--- src/sv/lpc_fifo.sv ---
// Short item queue between the projection front and the image back end.
// Uses lpc_pkg only through its users; generic width and depth.
module lpc_fifo #(
    parameter int W     = 8,
    parameter int DEPTH = 32
) (
    input  logic         clk,
    input  logic         rst_n,
    input  logic         push,
    input  logic [W-1:0] din,
    input  logic         pop,
    output logic [W-1:0] dout,
    output logic         not_empty
);
    localparam int PW = $clog2(DEPTH);

    logic [W-1:0]  mem_q [DEPTH];
    logic [PW-1:0] wptr_reg;
    logic [PW-1:0] rptr_reg;
    logic [PW:0]   cnt_reg;
    logic [PW:0]   cnt_next;

    // Store pushed items
    always_ff @(posedge clk)
    begin
        if (push)
        begin
            mem_q[wptr_reg] <= din;
        end
    end

    // Advance pointers and fill count
    always_comb
    begin
        cnt_next = cnt_reg;
        if (push && !pop)
        begin
            cnt_next = cnt_reg + 1'b1;
        end
        else if (pop && !push)
        begin
            cnt_next = cnt_reg - 1'b1;
        end
    end

    always_ff @(posedge clk or negedge rst_n)
    begin
        if (!rst_n)
        begin
            wptr_reg <= '0;
            rptr_reg <= '0;
            cnt_reg  <= '0;
        end
        else
        begin
            if (push)
            begin
                wptr_reg <= wptr_reg + 1'b1;
            end
            if (pop)
            begin
                rptr_reg <= rptr_reg + 1'b1;
            end
            cnt_reg <= cnt_next;
        end
    end

    assign dout      = mem_q[rptr_reg];
    assign not_empty = (cnt_reg != '0);

    // Never overrun nor underrun
    a_no_overrun: assert property (@(posedge clk) disable iff (!rst_n)
        push && !pop |-> cnt_reg < (PW+1)'(DEPTH))
        else $error("queue overrun");
    a_no_underrun: assert property (@(posedge clk) disable iff (!rst_n)
        pop |-> cnt_reg != '0)
        else $error("queue underrun");

endmodule

--- config.mk ---
export PLATFORM = sky130hd
export DESIGN_NAME = lpc_fifo
export DESIGN_NICKNAME = d
export VERILOG_FILES = /design/src/sv/lpc_fifo.sv
export SDC_FILE = /design/constraint.sdc
export NUM_CORES = 1
export LEC_CHECK = 0
export BUFFER_PORTS_ARGS = -buffer_cell sky130_fd_sc_hd__buf_2
export CAP_MARGIN = 20
export CORE_MARGIN = 2
export CORE_UTILIZATION = 40
export CTS_BUF_LIST = sky130_fd_sc_hd__clkbuf_4
export CTS_CLUSTER_SIZE = 30
export DETAILED_ROUTE_END_ITERATION = 6
export PLACE_DENSITY = 0.56
export SKIP_CTS_REPAIR_TIMING = 1
export SLEW_MARGIN = 20
export SYNTH_ARGS = -nofsm -noshare
export SYNTH_HDL_FRONTEND = slang
export SYNTH_SLANG_ARGS = --single-unit
--- constraint.sdc ---
create_clock -name clk -period 1.8 [get_ports clk]
set_clock_uncertainty 0.1 [all_clocks]
set_input_delay 0 -clock clk [delete_from_list [all_inputs] [get_ports clk]]
set_output_delay 0 -clock clk [all_outputs]
set_load 0.02 [all_outputs]
# [Word level (Yosys, flattened, before mapping)]
# Memory sizes are Yosys's and may differ from the RTL's.
# Index checks and enable logic that the tools add are counted.
[word_totals] register_bits=16 latch_bits=0 ram_bits=256 mem_bits_ro=0 in_bits=12 out_inout_bits=9 word_cells=18 n_memories=1
[classes] addsub=4 multipliers=0 div=0 magnitude_cmp=0 eq_ne=0 n_shift=0 n_mux=4 bitwise=0 n_reduce_logical=6
[memory_table] name="mem_q" words=32 width=8 rd=1 rd_clocked_by_memory_dff=0 wr=1 line_no="17" source="logic [W-1:0] mem_q [DEPTH];"
[ops] cell="$mux 6" n=2
[ops] cell="$add 5x1->5 const B" n=2
[ops] cell="$add 6x1->6 const B" n=1
[ops] cell="$reduce_bool 6->1" n=1
[ops] cell="$sub 6x1->6 const B" n=1
[ops] cell="$logic_and 1x1->1" n=2
[ops] cell="$logic_not 1->1" n=2
[ops] cell="$mux 1" n=2
[ops] cell="$reduce_bool 2->1" n=1

# [Longest topological paths before layout]
[depth] depth_word=4 mapped_depth=8 depth_no_buf=8

# [Worst setup path after synthesis]
# OpenSTA, ideal clock, no wires.
[synth_timing] path_kind="reg2reg" from="register wptr_reg[2]" to="memory mem_q[6][0], enable pin" setup_time_ps=370 arrival_ps=1443 required_time_ps=1330 slack_ps=-113 stages_incl_launch_ff=4 path_buffers=1 period_less_slack_ps=1913 cell_sequence="dfrtp_1 > clkbuf_1 > or3b_2 > nor2_1"
[synth_rtl] element="from (decl)" line_no="18" source="logic [PW-1:0] wptr_reg;"
[synth_rtl] element="from (signal assigned)" line_no="58" source="wptr_reg <= wptr_reg + 1'b1;"
[synth_rtl] element="to (decl)" line_no="17"
# No word-level cell before the write port.

# [Worst setup path in the final report]
[layout_timing] from="register rptr_reg[0]" to="output dout[3]"
[layout_between] elab_chain_len=1
[layout_rtl] element="from (decl)" line_no="19" source="logic [PW-1:0] rptr_reg;"
[layout_rtl] element="from (signal assigned)" line_no="62" source="rptr_reg <= rptr_reg + 1'b1;"
[layout_rtl] element="$mem_v2 32x8"
[layout_rtl] element="to (decl)" line_no="12" source="output logic [W-1:0] dout,"
# No other way between the ends.

==> run summary <==
The logs give 14.1 mW for the cell internal power dissipation and 4 for the number of search-and-repair iterations in the first detailed-routing pass. The design draws 20.6 mW. The number of vias per cell was 5.31; the wire length per cell was 22.6 um. The sequential group share of total power was 0.381.

The tools report the instance area at placement as 12000 um^2. The logs give 8 for the count of final setup violators and 60 for the number of placement rows. For this design the static power due to leakage is 4.62 nW. Wires add up to 25.0 mm.

The via count of the first global-routing pass is 6190. The final reports fail on setup timing. The tightest hold path in the finished design has a slack of 0.167 ns.

The required time reported for the critical path endpoint was 1.70 ns. The maximum number of pins on one net before global-route repair is 33. Final core utilization: 0.494. The sort of element at the end of the critical path is an output port.

The final worst-path cycle share works out to 1.56. Synthesis handed over a netlist of 547 instances. For the maximum level of the CTS H-tree, the log shows 3.

The final-layout setup total negative slack was -7.77 ns; the routability-driven placement congestion ratio was 0.783. The final worst-path setup slack is -1.02 ns. For the worst setup path, the data arrival time is 2.72 ns.

The logs give 272 for the number of clock sinks seen by CTS and 0 for the max-slew violation total from the final report. Power density relative to cell area: 1560 nW/um^2. The tools report the sequential-to-total area share from yosys stat as 0.745. The leading area contributor after synthesis was sky130_fd_sc_hd__edfxtp_1.

For this run, the leading register cell type out of synthesis is sky130_fd_sc_hd__edfxtp_1. Number of flops mapped to enable cells by yosys: 256. In the layout the commonest cells are 256 x sky130_fd_sc_hd__edfxtp_1, 100 x sky130_fd_sc_hd__clkbuf_4, 77 x sky130_fd_sc_hd__buf_4, 34 x sky130_fd_sc_hd__mux4_2, 33 x sky130_fd_sc_hd__nor2_1. The HPWL after detailed placement is 15.4 mm. In the final design database the tool counted 738 nets.

Leaving out fill and tap cells, the most frequent cell in the layout is sky130_fd_sc_hd__edfxtp_1. The proportion of power drawn by combinational gates is 0.357, and the effective utilization at floorplan is 0.405. The max-cap violation count was 0.

Startpoint-to-endpoint class of the critical path: register to output port. Clock buffer count from CTS: 72. Leaving out filler cells and counting taps, the final layout contains 1105. After synthesis the cells add up to 10900 um^2. For this run the aggregate overflow at the end of global routing stands at 0. After the first detailed-routing iteration, the DRC count stood at 389. The actual slew at the worst max-slew pin is 0.849 ns. The count of nets left with antenna violations once routing finished came out at 0.

The final cell area excluding filler cells was 13200 um^2; the number of buffers on the longest clock path was 3. Clock-pin slew was measured on the worst setup and hold paths at 0.06 ns. The flow ran to the end, but the final reports show violations. The area share of the largest cell type after synthesis is 0.708.

Ranked by total cell area, the synthesized netlist is headed by sky130_fd_sc_hd__edfxtp_1 71%, sky130_fd_sc_hd__mux4_2 5.8%, sky130_fd_sc_hd__mux4_1 5.3%. Warning count from the yosys run: 0. In this run the worst path has a maximum fanout of 7. The run gives 0.263 as the clock network power share.

The floorplan step defined a die boundary enclosing 28500 um^2. The total core area was 26800 um^2; the proportion of synthesized flip-flops having asynchronous set or reset was 0.0588. Pin placement for this block handled 21 I/O pins. The count of unique library cells instantiated by Yosys came out at 39.

Compared with the post-synthesis result, the final layout area differs by 21.8%. The run gives 2 as the initial antenna violation count. In this run the worst hold path is classified as input port to register. Counting every net in the synthesized netlist gives 570. Counting tap cells, the placed design contains a total of 965 instances. Summing over every cut layer, the via total after detailed routing is 5870. At the later pin of the worst-skew pair, clock insertion delay measures 0.66 ns. TritonCTS built the clock tree.

The register with the most flip-flops in the layout has 256 of them. For this run, the top clock speed supported by timing is 0.355 GHz. The die is 169 um tall.

For the number of fillers in the final layout, the log shows 2244. The x dimension of the die came out at 169 um. The overall fraction of global-route tracks in use was 0.177; the layout cell share with drive strength beyond 1 was 0.374.

The tools report the category of the worst setup path launch point as a register. The minimum clock period is 2.82 ns, and the worst setup timing slack at the placement stage is -0.496 ns. The worst relative slew slack came out at 0.432. The switching power as a share of total power is 0.316, and the flip-flop and latch count after synthesis is 272.

The global-route wire length before repair is 36.7 mm, and the per-instance average area after synthesis is 19.9 um^2. In the routed design, unresolved DRC markers number 0. In this run the power spent charging and discharging nets is 6.52 mW. Final-report hold violation count: 0. The tree is rooted in a sky130_fd_sc_hd__clkbuf_4. The tools report the peak supply drop as 0.612 mV. Setup repair after global routing could not meet its margin everywhere. Port buffering added 20 buffers.
worst max-delay path, stage by stage (launching register included):
cell                       delay, ns
sky130_fd_sc_hd__dfrtp_4        0.51
sky130_fd_sc_hd__buf_12         0.17
sky130_fd_sc_hd__buf_4          0.12
sky130_fd_sc_hd__mux4_1         0.60
sky130_fd_sc_hd__a211oi_2       0.28
sky130_fd_sc_hd__buf_4          0.15
sky130_fd_sc_hd__a21oi_1        0.04
sky130_fd_sc_hd__buf_2          0.17
synth_stat cells (2+ instances only):
library cell                 n
sky130_fd_sc_hd__nand2_1    14
sky130_fd_sc_hd__o22ai_1     7
sky130_fd_sc_hd__a21oi_1    11
sky130_fd_sc_hd__a21o_1      2
sky130_fd_sc_hd__a22o_1      7
sky130_fd_sc_hd__a22oi_1     8
sky130_fd_sc_hd__clkbuf_1   13
sky130_fd_sc_hd__mux4_2     28
sky130_fd_sc_hd__nand3b_1    3
sky130_fd_sc_hd__mux2_2      2
sky130_fd_sc_hd__o221ai_1    8
sky130_fd_sc_hd__buf_6       4
sky130_fd_sc_hd__inv_1       4
sky130_fd_sc_hd__buf_4       4
sky130_fd_sc_hd__o21ai_0     8
sky130_fd_sc_hd__dfrtp_1    16
sky130_fd_sc_hd__nor2_1     36
sky130_fd_sc_hd__a211oi_1   15
sky130_fd_sc_hd__nor4_1      3
sky130_fd_sc_hd__buf_2       6
sky130_fd_sc_hd__ha_1       10
sky130_fd_sc_hd__mux4_1     22
sky130_fd_sc_hd__nor2b_1     2
sky130_fd_sc_hd__or3b_2      2
sky130_fd_sc_hd__nand4_1     3
sky130_fd_sc_hd__edfxtp_1  256
sky130_fd_sc_hd__mux2i_1    30
sky130_fd_sc_hd__xor2_1      4
sky130_fd_sc_hd__xnor2_1     8
sky130_fd_sc_hd__nand3_1     2
layer usage:
metal  global-route usage  vias to the layer above  wire length, um
li1                     -                     2638                -
met3               0.0426                       43             1300
met5                    0                        -                0
met2                0.302                      151            12600
met1                0.226                     3038            10600
met4               0.0536                        0              427
final timing paths:
| check | start | end | slack (ns) | depth (start not counted) |
|---|---|---|---|---|
| setup / recovery | rptr_reg[0] | dout[3] | -1.02 | 7 |
| hold / removal | pop | rptr_reg[0] | 0.17 | 4 |
| min in group asynchronous | rst_n | rptr_reg[0] | 0.44 | 3 |
| setup reg to reg | cnt_reg[4] | cnt_reg[5] | 0.07 | 5 |
| max in group asynchronous | rst_n | rptr_reg[0] | 0.55 | 3 |
| hold reg to reg | cnt_reg[5] | cnt_reg[5] | 0.42 | 1 |
area by class of cell:
cell class,instances,area [um^2],share of cell area
multi-input combinational,242,2650,0.200
timing repair buffer,123,1120,0.0849
inverter,4,15.0,0.00113
clock buffer,100,751,0.0567
clock inverter,21,166,0.0126
sequential,272,8100,0.612
tap,341,427,0.0322
antenna,2,5.00,0.000378
power by group through the flow:
stage                     sequential, mW  combinational, mW  clock, mW
final                               7.86               7.36       5.42
after global routing                7.92               7.82       5.89
after CTS                           7.82               6.84       5.58
after detailed placement            7.95               6.82          0
after global placement              7.92               6.68          0
after floorplan                     7.74               4.14          0
logic make-up (layout without fill, tap and decap cells):
logic type	after synthesis	in the layout	share of synthesized area
AOI/OAI and AO/OA	67	67	0.0428
xor gates and xnor gates	12	12	0.00968
adders and majority gates	11	11	0.0134
buffers and inverters	33	248	0.0188
DFF	272	272	0.745
muxes	82	82	0.141
other	0	2	0
and+or+nand+nor	70	70	0.0298
Note: power is estimated with default switching activity, not from simulation.
